--- src/sv/mx3_pkg.sv ---
// ----------------------------------------------------------------------------
// mx3_pkg
// Shared widths, datapath control types and index helpers for the 3x3 matrix
// arithmetic unit.
// ----------------------------------------------------------------------------
package mx3_pkg;

  // element and result field widths
  localparam int unsigned ELEM_W   = 16;
  localparam int unsigned IDX_W    = 2;
  localparam int unsigned SUM_W    = 17;
  localparam int unsigned PROD_W   = 33;
  localparam int unsigned DET_W    = 49;

  // store geometry
  localparam int unsigned NUM_ELEM = 9;
  localparam int unsigned ADDR_W   = 4;

  // accumulator widths: product sums and cofactors fit in ACC_W,
  // the determinant sum of three terms fits in DACC_W
  localparam int unsigned ACC_W    = 35;
  localparam int unsigned DACC_W   = 50;

  localparam logic [ADDR_W-1:0] LAST_ADDR = ADDR_W'(NUM_ELEM - 1);
  localparam logic [IDX_W-1:0]  LAST_IDX  = IDX_W'(2);

  // what the accumulate stage does with a finished product
  typedef enum logic [2:0] {
    MAC_NONE,
    MAC_LOAD,
    MAC_ADD,
    MAC_SUB,
    DA_ADD,
    DA_SUB,
    DB_ADD,
    DB_SUB
  } mac_op_e;

  typedef enum logic {
    X_A0,
    X_B0
  } x_sel_e;

  typedef enum logic [1:0] {
    Y_A1,
    Y_B1,
    Y_ACC
  } y_sel_e;

  typedef struct packed {
    mac_op_e op;
    x_sel_e  x_sel;
    y_sel_e  y_sel;
  } mac_ctl_t;

  // row-major address of element (r, c)
  function automatic logic [ADDR_W-1:0] elem_addr(input logic [IDX_W-1:0] r,
                                                  input logic [IDX_W-1:0] c);
    logic [ADDR_W-1:0] rx;
    rx = ADDR_W'(r);
    return (rx << 1) + rx + ADDR_W'(c);
  endfunction

  // 2x2 minor operands: minor = m[s0]*m[s1] - m[s2]*m[s3]
  function automatic logic [ADDR_W-1:0] cof_addr(input logic [1:0] cof,
                                                 input logic [1:0] slot);
    logic [ADDR_W-1:0] res;
    case ({cof, slot})
      4'b00_00: res = 4'd4;
      4'b00_01: res = 4'd8;
      4'b00_10: res = 4'd7;
      4'b00_11: res = 4'd5;
      4'b01_00: res = 4'd3;
      4'b01_01: res = 4'd8;
      4'b01_10: res = 4'd6;
      4'b01_11: res = 4'd5;
      4'b10_00: res = 4'd3;
      4'b10_01: res = 4'd7;
      4'b10_10: res = 4'd6;
      4'b10_11: res = 4'd4;
      default:  res = '0;
    endcase
    return res;
  endfunction

endpackage

--- src/sv/mx3_stream_if.sv ---
// ----------------------------------------------------------------------------
// mx3 stream interfaces
// Valid/ready channels for matrix element loads and for result elements.
// ----------------------------------------------------------------------------
interface mx3_in_if;
  import mx3_pkg::*;

  logic                     valid;
  logic                     ready;
  logic signed [ELEM_W-1:0] a_value;
  logic signed [ELEM_W-1:0] b_value;

  modport source (output valid, output a_value, output b_value, input ready);
  modport sink (input valid, input a_value, input b_value, output ready);
endinterface

interface mx3_out_if;
  import mx3_pkg::*;

  logic                     valid;
  logic                     ready;
  logic [IDX_W-1:0]         row;
  logic [IDX_W-1:0]         col;
  logic signed [SUM_W-1:0]  sum;
  logic signed [SUM_W-1:0]  difference;
  logic signed [PROD_W-1:0] product;
  logic signed [ELEM_W-1:0] transpose_a;
  logic signed [ELEM_W-1:0] transpose_b;
  logic signed [DET_W-1:0]  det_a;
  logic signed [DET_W-1:0]  det_b;
  logic                     last;

  modport source (output valid, output row, output col, output sum, output difference,
                  output product, output transpose_a, output transpose_b,
                  output det_a, output det_b, output last, input ready);
  modport sink (input valid, input row, input col, input sum, input difference,
                input product, input transpose_a, input transpose_b,
                input det_a, input det_b, input last, output ready);
endinterface

--- src/sv/matrix3x3_arith_unit_core.sv ---
// ----------------------------------------------------------------------------
// matrix3x3_arith_unit_core
// Loads two 3x3 signed matrices one element pair per transfer, then streams
// nine result elements (sum, difference, product, transposes, determinants).
// ----------------------------------------------------------------------------
//
//  channel | dir | fields                                        | transfer
//  --------+-----+-----------------------------------------------+------------------
//  in_i    | in  | a_value, b_value                              | valid && ready
//  out_o   | out | row, col, sum, difference, product,           | valid && ready
//          |     | transpose_a, transpose_b, det_a, det_b, last  |
//
//  sequence: a set is loaded, then both determinants are computed, then each
//    result element is computed and emitted in turn; no new set is taken until
//    the last result element has entered the output register; the single shared
//    multiplier and its read-multiply-accumulate pipeline set the pace
//  reset: rst_ni clears the sequencer, load count and output valid; the
//    element stores are not cleared
//  stalls: in_i.ready is high only while loading; a stalled result holds the
//    sequencer in its emit step, the loaded set and pipeline stay put
//
module matrix3x3_arith_unit_core (
  input logic       clk_i,
  input logic       rst_ni,
  mx3_in_if.sink    in_i,
  mx3_out_if.source out_o
);
  import mx3_pkg::*;

  typedef enum logic [1:0] {
    ST_LOAD,
    ST_DET,
    ST_PROD,
    ST_EMIT
  } state_e;

  // determinant sub-steps per cofactor: two minor products, one bubble while
  // the minor settles in the accumulator, then the weighted cofactor product
  localparam logic [2:0] DET_T0  = 3'd0;
  localparam logic [2:0] DET_T1  = 3'd1;
  localparam logic [2:0] DET_MUL = 3'd3;
  // product element sub-steps: three multiply-accumulates, then the pipeline drains
  localparam logic [2:0] PROD_LAST_MAC = 3'd2;
  localparam logic [2:0] PROD_DONE     = 3'd4;
  localparam logic [1:0] LAST_COF      = 2'd2;
  localparam logic [1:0] NEG_COF       = 2'd1;

  // sequencer state
  state_e           state_q;
  logic [ADDR_W-1:0] load_cnt_q;
  logic             mat_q;       // 0: matrix a, 1: matrix b
  logic [1:0]       cof_q;
  logic [2:0]       step_q;
  logic [IDX_W-1:0] row_q;
  logic [IDX_W-1:0] col_q;

  // element stores, two registered read ports each
  logic signed [ELEM_W-1:0] store_a [NUM_ELEM];
  logic signed [ELEM_W-1:0] store_b [NUM_ELEM];
  logic [ADDR_W-1:0]        rd_addr0;
  logic [ADDR_W-1:0]        rd_addr1;
  logic signed [ELEM_W-1:0] rd_a0_q;
  logic signed [ELEM_W-1:0] rd_a1_q;
  logic signed [ELEM_W-1:0] rd_b0_q;
  logic signed [ELEM_W-1:0] rd_b1_q;

  // shared multiply-accumulate pipeline
  mac_ctl_t                        ctl;
  mac_ctl_t                        ctl1_q;
  mac_op_e                         op2_q;
  logic signed [ELEM_W-1:0]        mul_x;
  logic signed [ACC_W-1:0]         mul_y;
  logic signed [ELEM_W+ACC_W-1:0]  mul_full;
  logic signed [DACC_W-1:0]        prod_q;
  logic signed [ACC_W-1:0]         acc_q;
  logic signed [DACC_W-1:0]        det_a_q;
  logic signed [DACC_W-1:0]        det_b_q;

  // output register
  logic                     out_valid_q;
  logic [IDX_W-1:0]         out_row_q;
  logic [IDX_W-1:0]         out_col_q;
  logic signed [SUM_W-1:0]  out_sum_q;
  logic signed [SUM_W-1:0]  out_diff_q;
  logic signed [PROD_W-1:0] out_prod_q;
  logic signed [ELEM_W-1:0] out_tr_a_q;
  logic signed [ELEM_W-1:0] out_tr_b_q;
  logic signed [DET_W-1:0]  out_det_a_q;
  logic signed [DET_W-1:0]  out_det_b_q;
  logic                     out_last_q;

  logic in_fire;
  logic set_done;
  logic out_free;
  logic last_elem;

  assign in_i.ready = (state_q == ST_LOAD);
  assign in_fire    = in_i.valid && in_i.ready;
  assign set_done   = in_fire && (load_cnt_q == LAST_ADDR);
  // output register is free when empty or being taken this cycle
  assign out_free   = !out_valid_q || out_o.ready;
  assign last_elem  = (row_q == LAST_IDX) && (col_q == LAST_IDX);

  // --------------------------------------------------------------------------
  // element stores: one write port for loading, two read ports per matrix
  // --------------------------------------------------------------------------
  always_ff @(posedge clk_i) begin
    if (in_fire) begin
      store_a[load_cnt_q] <= in_i.a_value;
      store_b[load_cnt_q] <= in_i.b_value;
    end
    rd_a0_q <= store_a[rd_addr0];
    rd_a1_q <= store_a[rd_addr1];
    rd_b0_q <= store_b[rd_addr0];
    rd_b1_q <= store_b[rd_addr1];
  end

  // --------------------------------------------------------------------------
  // step decode: read addresses and the operation that rides with them
  // --------------------------------------------------------------------------
  always_comb begin
    ctl      = '{op: MAC_NONE, x_sel: X_A0, y_sel: Y_A1};
    // default addresses fetch the element and its transposed partner
    rd_addr0 = elem_addr(row_q, col_q);
    rd_addr1 = elem_addr(col_q, row_q);
    case (state_q)
      ST_DET: begin
        ctl.x_sel = mat_q ? X_B0 : X_A0;
        ctl.y_sel = mat_q ? Y_B1 : Y_A1;
        case (step_q)
          DET_T0: begin
            rd_addr0 = cof_addr(cof_q, 2'd0);
            rd_addr1 = cof_addr(cof_q, 2'd1);
            ctl.op   = MAC_LOAD;
          end
          DET_T1: begin
            rd_addr0 = cof_addr(cof_q, 2'd2);
            rd_addr1 = cof_addr(cof_q, 2'd3);
            ctl.op   = MAC_SUB;
          end
          DET_MUL: begin
            // first-row element times its minor, sign alternates
            rd_addr0  = ADDR_W'(cof_q);
            ctl.y_sel = Y_ACC;
            if (cof_q == NEG_COF) begin
              ctl.op = mat_q ? DB_SUB : DA_SUB;
            end else begin
              ctl.op = mat_q ? DB_ADD : DA_ADD;
            end
          end
          default: ;
        endcase
      end
      ST_PROD: begin
        if (step_q <= PROD_LAST_MAC) begin
          rd_addr0  = elem_addr(row_q, step_q[IDX_W-1:0]);
          rd_addr1  = elem_addr(step_q[IDX_W-1:0], col_q);
          ctl.x_sel = X_A0;
          ctl.y_sel = Y_B1;
          ctl.op    = (step_q == 3'd0) ? MAC_LOAD : MAC_ADD;
        end
      end
      default: ;
    endcase
  end

  // --------------------------------------------------------------------------
  // multiplier operands, taken from the registered read data
  // --------------------------------------------------------------------------
  always_comb begin
    mul_x = (ctl1_q.x_sel == X_B0) ? rd_b0_q : rd_a0_q;
    case (ctl1_q.y_sel)
      Y_A1:    mul_y = ACC_W'(rd_a1_q);
      Y_B1:    mul_y = ACC_W'(rd_b1_q);
      Y_ACC:   mul_y = acc_q;
      default: mul_y = '0;
    endcase
  end

  assign mul_full = mul_x * mul_y;

  // pipeline control: issue -> read -> multiply -> accumulate
  always_ff @(posedge clk_i or negedge rst_ni) begin
    if (!rst_ni) begin
      ctl1_q <= '{op: MAC_NONE, x_sel: X_A0, y_sel: Y_A1};
      op2_q  <= MAC_NONE;
    end else begin
      ctl1_q <= ctl;
      op2_q  <= ctl1_q.op;
    end
  end

  // multiply and accumulate registers
  always_ff @(posedge clk_i) begin
    prod_q <= mul_full[DACC_W-1:0];
    if (set_done) begin
      det_a_q <= '0;
      det_b_q <= '0;
    end else begin
      case (op2_q)
        MAC_LOAD: acc_q   <= prod_q[ACC_W-1:0];
        MAC_ADD:  acc_q   <= acc_q + prod_q[ACC_W-1:0];
        MAC_SUB:  acc_q   <= acc_q - prod_q[ACC_W-1:0];
        DA_ADD:   det_a_q <= det_a_q + prod_q;
        DA_SUB:   det_a_q <= det_a_q - prod_q;
        DB_ADD:   det_b_q <= det_b_q + prod_q;
        DB_SUB:   det_b_q <= det_b_q - prod_q;
        default:  ;
      endcase
    end
  end

  // --------------------------------------------------------------------------
  // sequencer and output register
  // --------------------------------------------------------------------------
  always_ff @(posedge clk_i or negedge rst_ni) begin
    if (!rst_ni) begin
      state_q     <= ST_LOAD;
      load_cnt_q  <= '0;
      mat_q       <= 1'b0;
      cof_q       <= '0;
      step_q      <= '0;
      row_q       <= '0;
      col_q       <= '0;
      out_valid_q <= 1'b0;
      out_row_q   <= '0;
      out_col_q   <= '0;
      out_sum_q   <= '0;
      out_diff_q  <= '0;
      out_prod_q  <= '0;
      out_tr_a_q  <= '0;
      out_tr_b_q  <= '0;
      out_det_a_q <= '0;
      out_det_b_q <= '0;
      out_last_q  <= 1'b0;
    end else begin
      // the emit step handles the output register on its own
      if (out_valid_q && out_o.ready && (state_q != ST_EMIT)) begin
        out_valid_q <= 1'b0;
      end
      case (state_q)
        ST_LOAD: begin
          if (in_fire) begin
            if (load_cnt_q == LAST_ADDR) begin
              // ninth element pair in: start on the determinants
              load_cnt_q <= '0;
              state_q    <= ST_DET;
              mat_q      <= 1'b0;
              cof_q      <= '0;
              step_q     <= '0;
            end else begin
              load_cnt_q <= load_cnt_q + 1'b1;
            end
          end
        end
        ST_DET: begin
          if (step_q == DET_MUL) begin
            step_q <= '0;
            if (cof_q == LAST_COF) begin
              cof_q <= '0;
              if (mat_q) begin
                state_q <= ST_PROD;
                row_q   <= '0;
                col_q   <= '0;
              end else begin
                mat_q <= 1'b1;
              end
            end else begin
              cof_q <= cof_q + 1'b1;
            end
          end else begin
            step_q <= step_q + 1'b1;
          end
        end
        ST_PROD: begin
          if (step_q == PROD_DONE) begin
            step_q  <= '0;
            state_q <= ST_EMIT;
          end else begin
            step_q <= step_q + 1'b1;
          end
        end
        ST_EMIT: begin
          // accumulator holds the product element, read ports hold the
          // element pair and its transposed partners
          if (out_free) begin
            out_valid_q <= 1'b1;
            out_row_q   <= row_q;
            out_col_q   <= col_q;
            out_sum_q   <= SUM_W'(rd_a0_q) + SUM_W'(rd_b0_q);
            out_diff_q  <= SUM_W'(rd_a0_q) - SUM_W'(rd_b0_q);
            out_prod_q  <= acc_q[PROD_W-1:0];
            out_tr_a_q  <= rd_a1_q;
            out_tr_b_q  <= rd_b1_q;
            out_det_a_q <= last_elem ? det_a_q[DET_W-1:0] : '0;
            out_det_b_q <= last_elem ? det_b_q[DET_W-1:0] : '0;
            out_last_q  <= last_elem;
            if (last_elem) begin
              state_q <= ST_LOAD;
            end else begin
              state_q <= ST_PROD;
              if (col_q == LAST_IDX) begin
                col_q <= '0;
                row_q <= row_q + 1'b1;
              end else begin
                col_q <= col_q + 1'b1;
              end
            end
          end
        end
        default: state_q <= ST_LOAD;
      endcase
    end
  end

  assign out_o.valid       = out_valid_q;
  assign out_o.row         = out_row_q;
  assign out_o.col         = out_col_q;
  assign out_o.sum         = out_sum_q;
  assign out_o.difference  = out_diff_q;
  assign out_o.product     = out_prod_q;
  assign out_o.transpose_a = out_tr_a_q;
  assign out_o.transpose_b = out_tr_b_q;
  assign out_o.det_a       = out_det_a_q;
  assign out_o.det_b       = out_det_b_q;
  assign out_o.last        = out_last_q;

  // --------------------------------------------------------------------------
  // assertions
  // --------------------------------------------------------------------------

  // the ninth load starts the determinant pass
  assert property (@(posedge clk_i) disable iff (!rst_ni)
    set_done |=> (state_q == ST_DET))
    else $error("ninth load did not start the determinant pass");

  // pipeline is drained whenever a result is written out
  assert property (@(posedge clk_i) disable iff (!rst_ni)
    (state_q == ST_EMIT) |-> (ctl1_q.op == MAC_NONE) && (op2_q == MAC_NONE))
    else $error("result emitted with multiply-accumulate still in flight");

  // a stalled result stays put until it is taken
  assert property (@(posedge clk_i) disable iff (!rst_ni)
    (out_o.valid && !out_o.ready) |=> out_o.valid && $stable(out_o.row)
      && $stable(out_o.col) && $stable(out_o.product) && $stable(out_o.last))
    else $error("result changed while stalled");

  // no loading while a set is in progress
  assert property (@(posedge clk_i) disable iff (!rst_ni)
    (state_q != ST_LOAD) |-> (load_cnt_q == '0))
    else $error("load count nonzero during computation");

endmodule
--- src/flat_wrapper.sv ---
// flat-port wrapper written by rule: the top's interface ports become plain ports
module matrix3x3_arith_unit_core_flat import mx3_pkg::*;
  (clk_i, rst_ni, in_i_valid, in_i_a_value, in_i_b_value, in_i_ready, out_o_valid, out_o_row, out_o_col, out_o_sum, out_o_difference, out_o_product, out_o_transpose_a, out_o_transpose_b, out_o_det_a, out_o_det_b, out_o_last, out_o_ready);
  mx3_in_if in_i_i ();
  mx3_out_if out_o_i ();
  input logic clk_i;
  input logic rst_ni;
  input wire logic [$bits(in_i_i.valid)-1:0] in_i_valid;
  input wire logic [$bits(in_i_i.a_value)-1:0] in_i_a_value;
  input wire logic [$bits(in_i_i.b_value)-1:0] in_i_b_value;
  output wire logic [$bits(in_i_i.ready)-1:0] in_i_ready;
  output wire logic [$bits(out_o_i.valid)-1:0] out_o_valid;
  output wire logic [$bits(out_o_i.row)-1:0] out_o_row;
  output wire logic [$bits(out_o_i.col)-1:0] out_o_col;
  output wire logic [$bits(out_o_i.sum)-1:0] out_o_sum;
  output wire logic [$bits(out_o_i.difference)-1:0] out_o_difference;
  output wire logic [$bits(out_o_i.product)-1:0] out_o_product;
  output wire logic [$bits(out_o_i.transpose_a)-1:0] out_o_transpose_a;
  output wire logic [$bits(out_o_i.transpose_b)-1:0] out_o_transpose_b;
  output wire logic [$bits(out_o_i.det_a)-1:0] out_o_det_a;
  output wire logic [$bits(out_o_i.det_b)-1:0] out_o_det_b;
  output wire logic [$bits(out_o_i.last)-1:0] out_o_last;
  input wire logic [$bits(out_o_i.ready)-1:0] out_o_ready;
  assign in_i_i.valid = in_i_valid;
  assign in_i_i.a_value = in_i_a_value;
  assign in_i_i.b_value = in_i_b_value;
  assign in_i_ready = in_i_i.ready;
  assign out_o_valid = out_o_i.valid;
  assign out_o_row = out_o_i.row;
  assign out_o_col = out_o_i.col;
  assign out_o_sum = out_o_i.sum;
  assign out_o_difference = out_o_i.difference;
  assign out_o_product = out_o_i.product;
  assign out_o_transpose_a = out_o_i.transpose_a;
  assign out_o_transpose_b = out_o_i.transpose_b;
  assign out_o_det_a = out_o_i.det_a;
  assign out_o_det_b = out_o_i.det_b;
  assign out_o_last = out_o_i.last;
  assign out_o_i.ready = out_o_ready;
  matrix3x3_arith_unit_core u_core (.clk_i(clk_i), .rst_ni(rst_ni), .in_i(in_i_i), .out_o(out_o_i));
endmodule
--- config.mk ---
export PLATFORM = sky130hd
export DESIGN_NAME = matrix3x3_arith_unit_core_flat
export DESIGN_NICKNAME = d
export VERILOG_FILES = /design/src/sv/mx3_pkg.sv /design/src/sv/mx3_stream_if.sv /design/src/sv/matrix3x3_arith_unit_core.sv /design/src/flat_wrapper.sv
export SDC_FILE = /design/constraint.sdc
export NUM_CORES = 2
export LEC_CHECK = 0
export BUFFER_PORTS_ARGS = -buffer_cell sky130_fd_sc_hd__buf_4
export CORE_UTILIZATION = 25
export DETAILED_ROUTE_END_ITERATION = 10
export SETUP_SLACK_MARGIN = 0.3
export SYNTH_ARGS = -nofsm -noshare
export SYNTH_HDL_FRONTEND = slang
export SYNTH_SLANG_ARGS = --single-unit
export TNS_END_PERCENT = 1
--- constraint.sdc ---
create_clock -name clk_i -period 25.2 [get_ports clk_i]
set_input_delay 1.26 -clock clk_i [delete_from_list [all_inputs] [get_ports clk_i]]
set_output_delay 1.26 -clock clk_i [all_outputs]
set_load 0.01 [all_outputs]
After elaboration in Yosys (flattened, before gate mapping):

Memory sizes are Yosys's and may differ from the RTL's. A register that Yosys moved wholly into a read port is not among the register bits.
Cells that the tools add are included.

* flip-flop bits (word level): 413
* latch bits: 0
* bits in writable memories: 288
* memory bits (read-only): 0
* output and inout port bits: 204
* word-level logic and storage cells: 177
* memories: 2

* add/sub/neg operators: 20
* multiply operators: 1
* divide/modulo/power cells: 0
* $lt $le $gt $ge: 1
* eq/ne operators: 30
* shift operators: 0
* mux-type cells: 68
* bitwise gates (word level): 1
* reductions and logical operators: 28

Memory list
* u_core.store_a: words 9, width 16, rd ports 2, clocked after memory_dff 2, wr ports 1, RTL line matrix3x3_arith_unit_core.sv:58 `logic signed [ELEM_W-1:0] store_a [NUM_ELEM];`
* u_core.store_b: words 9, width 16, rd ports 2, clocked after memory_dff 2, wr ports 1, RTL line matrix3x3_arith_unit_core.sv:59 `logic signed [ELEM_W-1:0] store_b [NUM_ELEM];`

Operators with widths (number)
* one-hot mux 35 bit (3 select lines): 2
* one-hot mux 50 bit (2 select lines): 2
* adder 50 bit: 2
* subtractor 50 bit: 2
* two-way mux 49 bit: 2
* multiplier 16 x 35 -> 50 bit: 1
* two-way mux 2 bit: 25
* adder 35 bit: 1
* subtractor 35 bit: 1
* one-hot mux 4 bit (2 select lines): 4
* one-hot mux 3 bit (2 select lines): 3
* one-hot mux 3 bit (3 select lines): 2
* adder 16 x 16 -> 17 bit: 1
* subtractor 16 x 16 -> 17 bit: 1
* adder 4 x 2 -> 4 bit: 4
* two-way mux 16 bit: 1
* equality test 3 bit, second input constant: 5
* two-way mux 3 bit: 5
* AND reduction 7 bit: 2
* adder 3 x 2 -> 4 bit: 3
* equality test 2 bit, second input constant: 6
* two-way mux 4 bit: 3
* inequality test 2 x 1 -> 1 bit, second input constant: 6
* one-hot mux 2 bit (2 select lines): 3
* other kinds (29): 62

Longest topological paths before layout:

* word-level depth: 5
* depth in mapped cells: 31

Least setup slack after synthesis:

Ideal clock, no wire load.

* path type: register to register
* from: register u_core.ctl1_q[2] in the netlist's numbering
* to: register u_core.prod_q[36]
* arrival: 8.145 ns
* required time: 25.128 ns
* setup slack: 16.983 ns
* stages on the path, launching flop included: 29
* path buffers: 4
* period minus slack after synthesis: 8.217 ns
* cell sequence: dfrtp_1 clkbuf_1 buf_1 clkbuf_1 nand2_1 o21ai_1 clkbuf_1 nand2_1 fa_1 fa_1 fa_1 fa_1 inv_1 fa_1 inv_1 fa_1 inv_1 ha_1 a21o_1 a21oi_1 o21ai_0 a21o_1 a221oi_1 o41ai_2 a32o_1 or4_1 a31o_2 a21oi_1 xnor2_1

* word-level cells in the longest chain between the ends: 2

Ends and longest elaborated chain
* start: declaration: RTL line matrix3x3_arith_unit_core.sv:69 `mac_ctl_t ctl1_q;`
* start signal: assignment: RTL line matrix3x3_arith_unit_core.sv:185 `ctl1_q <= '{op: MAC_NONE, x_sel: X_A0, y_sel: Y_A1};`
* start signal: assignment: RTL line matrix3x3_arith_unit_core.sv:188 `ctl1_q <= ctl;`
* two-way mux 16 bit: RTL line matrix3x3_arith_unit_core.sv:171 `mul_x = (ctl1_q.x_sel == X_B0) ? rd_b0_q : rd_a0_q;`
* multiplier 16 x 35 -> 50 bit: RTL line matrix3x3_arith_unit_core.sv:180 `assign mul_full = mul_x * mul_y;`
* net u_core.mul_full[36]: RTL line matrix3x3_arith_unit_core.sv:73 `logic signed [ELEM_W+ACC_W-1:0] mul_full;`
* end signal: assignment: RTL line matrix3x3_arith_unit_core.sv:195 `prod_q <= mul_full[DACC_W-1:0];`
* end: declaration: RTL line matrix3x3_arith_unit_core.sv:74 `logic signed [DACC_W-1:0] prod_q;`

The timed path passes the listed nets, and every way through them passes these cells.
A chain may end at the register's enable or synchronous reset.

Worst setup path in the final report:

* from: register u_core.ctl1_q[1] in the netlist's numbering
* to: register u_core.prod_q[48]

* word-level cells in the longest chain between the ends: 3
* elaborated cells between the ends (all ways): 5
* classes of those cells: mul: 1; eq/ne: 2; mux: 1; reduce/logical: 1

Ends and longest elaborated chain
* equality test 2 bit, or another cell as far along: RTL line matrix3x3_arith_unit_core.sv:172 `case (ctl1_q.y_sel)`
* one-hot mux 35 bit (3 select lines) *: RTL line matrix3x3_arith_unit_core.sv:172
* multiplier 16 x 35 -> 50 bit *: RTL line matrix3x3_arith_unit_core.sv:180
* net u_core.mul_full[48]: RTL line matrix3x3_arith_unit_core.sv:73

The timed path passes the listed nets; every way through them passes the cells marked *.

==> impl_results.md <==
- Slowest cell on crit path: nor2b_1
- Max-Slew Margin vs Limit: 26.9%
- Vias in the first global route: 45,312
- Reg2Reg Setup Slack: 16.34 ns
- Largest net degree at the start of global routing: 84
- Initial core utilization: 25.2%
- DR DRC count: 0
- CTS clk-pin slew, worst paths: 0.08 ns
- Hold buffers post-CTS: 0
- Worst setup endpoint: u_core.prod_q[48]
- Async set or reset register ratio after synthesis: 29.8%
- Area leader, netlist: fa_1
- Critical path arrival: 9.46 ns
- Antenna violations before repair: 19
- Largest stage delay, worst path: 0.84 ns
- Depth of the worst register-to-register path: 27
- Routed WL: 192 mm
- Share of layout cells above drive strength 1: 10.1%
- Area growth syn-to-layout: 13.4%
- ANT nets after route: 0
- Port Buffers: 239
- Via count: 45,431
- First-pass GRT wire length: 288 mm
- 1st-iter DRT viols: 3,901
- CP required: 25.80 ns
- Die ar.: 239,000 um2
- Most frequent cell after synthesis: nand2_1
- Synth unique cells: 91
- Period utilisation layout: 35.2%
- Worst-Skew Late Latency: 0.73 ns
- Final core utilization: 28.5%
- Number of synthesized flops with an enable pin: 323
- Synthesized cell area: 59,200 um2
- Setup crit start kind: flip-flop
- I/O Pins: 240
- # diodes: 0
- Row cnt: 178
- Ys flop type: edfxtp_1
- Crit Reg-Reg Endpoint: u_core.prod_q[48]
- Final setup vio count: 0
- First-pass iteration count of the detailed router: 8
- Max clock buf depth: 3
- Crit path kind: flip-flop to flip-flop
- Total of max-cap violations: 0
- DR vias/cell: 4.80
- Tightest Pin Transition: 1.10 ns
- Minimum clock period after layout: 8.86 ns
- Synth top cells by count: nand2_1, inv_1, fa_1
- Finished Layout Cells: 9,462
- Synthesized netlist cell count: 6,164
- Die W: 488 um
- Hold Vio Cnt, Final: 0
- Synthesized Nets: 7,038
- PostCTS Resize Cnt: 0
- Pins over their slew limit: 0
- Per-cell routed wire length: 20.2 um
- Worst Hold Class: flip-flop to flip-flop
- Total CTS buffers: 80
- Crit. End Element: flip-flop
- CTS Sinks: 761
- Root Driver: clkbuf_16
- GRT Overall Usage: 15.9%
- Post-Syn Area per Cell: 9.60 um2
- Critical R2R Launch: u_core.ctl1_q[1]
- CP startpoint: u_core.ctl1_q[1]
- RSZ-0062 raised after global routing: no
- Clock tree from TritonCTS: built
- RePlAce Congestion: 0.924
- Synth warn: 0
- Synth top area cells: fa_1, edfxtp_1, dfrtp_1
- Dpl hpwl: 145 mm
- Max Freq: 113 MHz
- Remaining global-route overflow: 0
- Postcts setup bufs: 0
- Placed Cells: 9,312
- Worst path most repeated cell: fa_1
- Worst-path maximum fanout: 39
- Post-synth top area share: 17.8%
- H-tree lvl count: 3
- Flops & latches, synth: 761
- Sequential share of the synthesized area: 33.1%
- Setup TNS: 0 ns
- Die Y: 488 um
- Outcome: completed
- Skew final: 0.0530 ns
- Core area: 235,000 um2
- Nets: 7,118
-- sequential cells by signal (all words and copies together) (netlist names), 17 cells and up --
signal and count:
u_core.acc_q 35, u_core.out_o.det_b 49, u_core.out_o.det_a 49, u_core.store_a 144
u_core.out_o.difference 17, u_core.det_a_q 49, u_core.store_b 144, u_core.prod_q 49
u_core.det_b_q 49, u_core.out_o.product 33
-- cell usage in the layout (no fill, tap or decap), drive strengths merged, types with 104 or more instances in the layout --
cell    instances
xnor2         210
mux4          128
edfxtp        323
clkbuf        104
ha            313
mux2i         104
o21ai         261
a21o          105
fa            525
dfxtp         211
buf           300
dfrtp         227
a21oi         287
nor2          489
nand3         153
nand2        1127
inv           711
-- worst max-delay path: cells and delay by family (launching register included) --
kind / cells / cell delay [ns]
AOI/OAI and AO/OA: 10 / 2.80
adders and majority gates: 7 / 3.39
buffers and inverters: 5 / 0.64
DFF: 1 / 0.39
and+or+nand+nor: 4 / 1.36
muxes: 1 / 0.12
-- cell type report --
cell class                      count  area, um2
Clock buffer                      104       2210
Clock inverter                     46        529
Fill cell                       24754     168000
Inverter                          705       2650
Multi-Input combinational cell   4396      35900
Sequential cell                   761      19600
Tap cell                         3150       3940
Timing Repair Buffer              300       2260
-- per-layer routing --
metal / vias to the layer above / share of wire, % / wire length [um] / global-route usage [%]
met2: 1724 / 46 / 88100 / 25.7
met1: 22845 / 43 / 83200 / 21.4
met5: - / 0.10 / 198 / 0
met3: 299 / 7.8 / 14900 / 3.13
met4: 30 / 2.7 / 5190 / 4.28
li1: 20533 / - / - / -
-- stage by stage --
stage / worst slack, ns / hold WS (ns) / cell area (um2)
final: 16.34 / 0.353 / 67100
after global routing: 15.70 / 0.362 / 67100
after CTS: 16.34 / 0.353 / 67100
after detailed placement: 16.36 / 0.339 / 64300
after global placement: 16.52 / 0.343 / 64300
after floorplan: 16.98 / 0.331 / 59200
-- worst min-delay path by stage --
stage,startpoint,end,slack [ns],depth (start not counted)
3_5_place_dp,u_core.ctl1_q[3],u_core.op2_q[0],0.34,0
2_1_floorplan,u_core.ctl1_q[3],u_core.op2_q[0],0.33,0
3_3_place_gp,u_core.ctl1_q[3],u_core.op2_q[0],0.34,0
6_report,u_core.ctl1_q[3],u_core.op2_q[0],0.35,0
4_1_cts,u_core.ctl1_q[3],u_core.op2_q[0],0.35,0
5_1_grt,u_core.ctl1_q[3],u_core.op2_q[0],0.36,0
-- logic make-up (layout without fill, tap and decap cells) --
family | after synthesis | after routing | synth area share (%)
XOR/XNOR | 309 | 309 | 4.59
adder cells (fa/ha/maj) | 838 | 838 | 24.4
AND/OR/NAND/NOR | 2090 | 2090 | 15.1
multiplexers | 246 | 246 | 6.90
buffers and inverters | 1007 | 1155 | 6.47
AO/OA/AOI/OAI | 913 | 913 | 9.48
flip-flops | 761 | 761 | 33.1
Power is not shown: default switching activity piles up to over one toggle a cycle in this logic, so the estimate is an artifact.
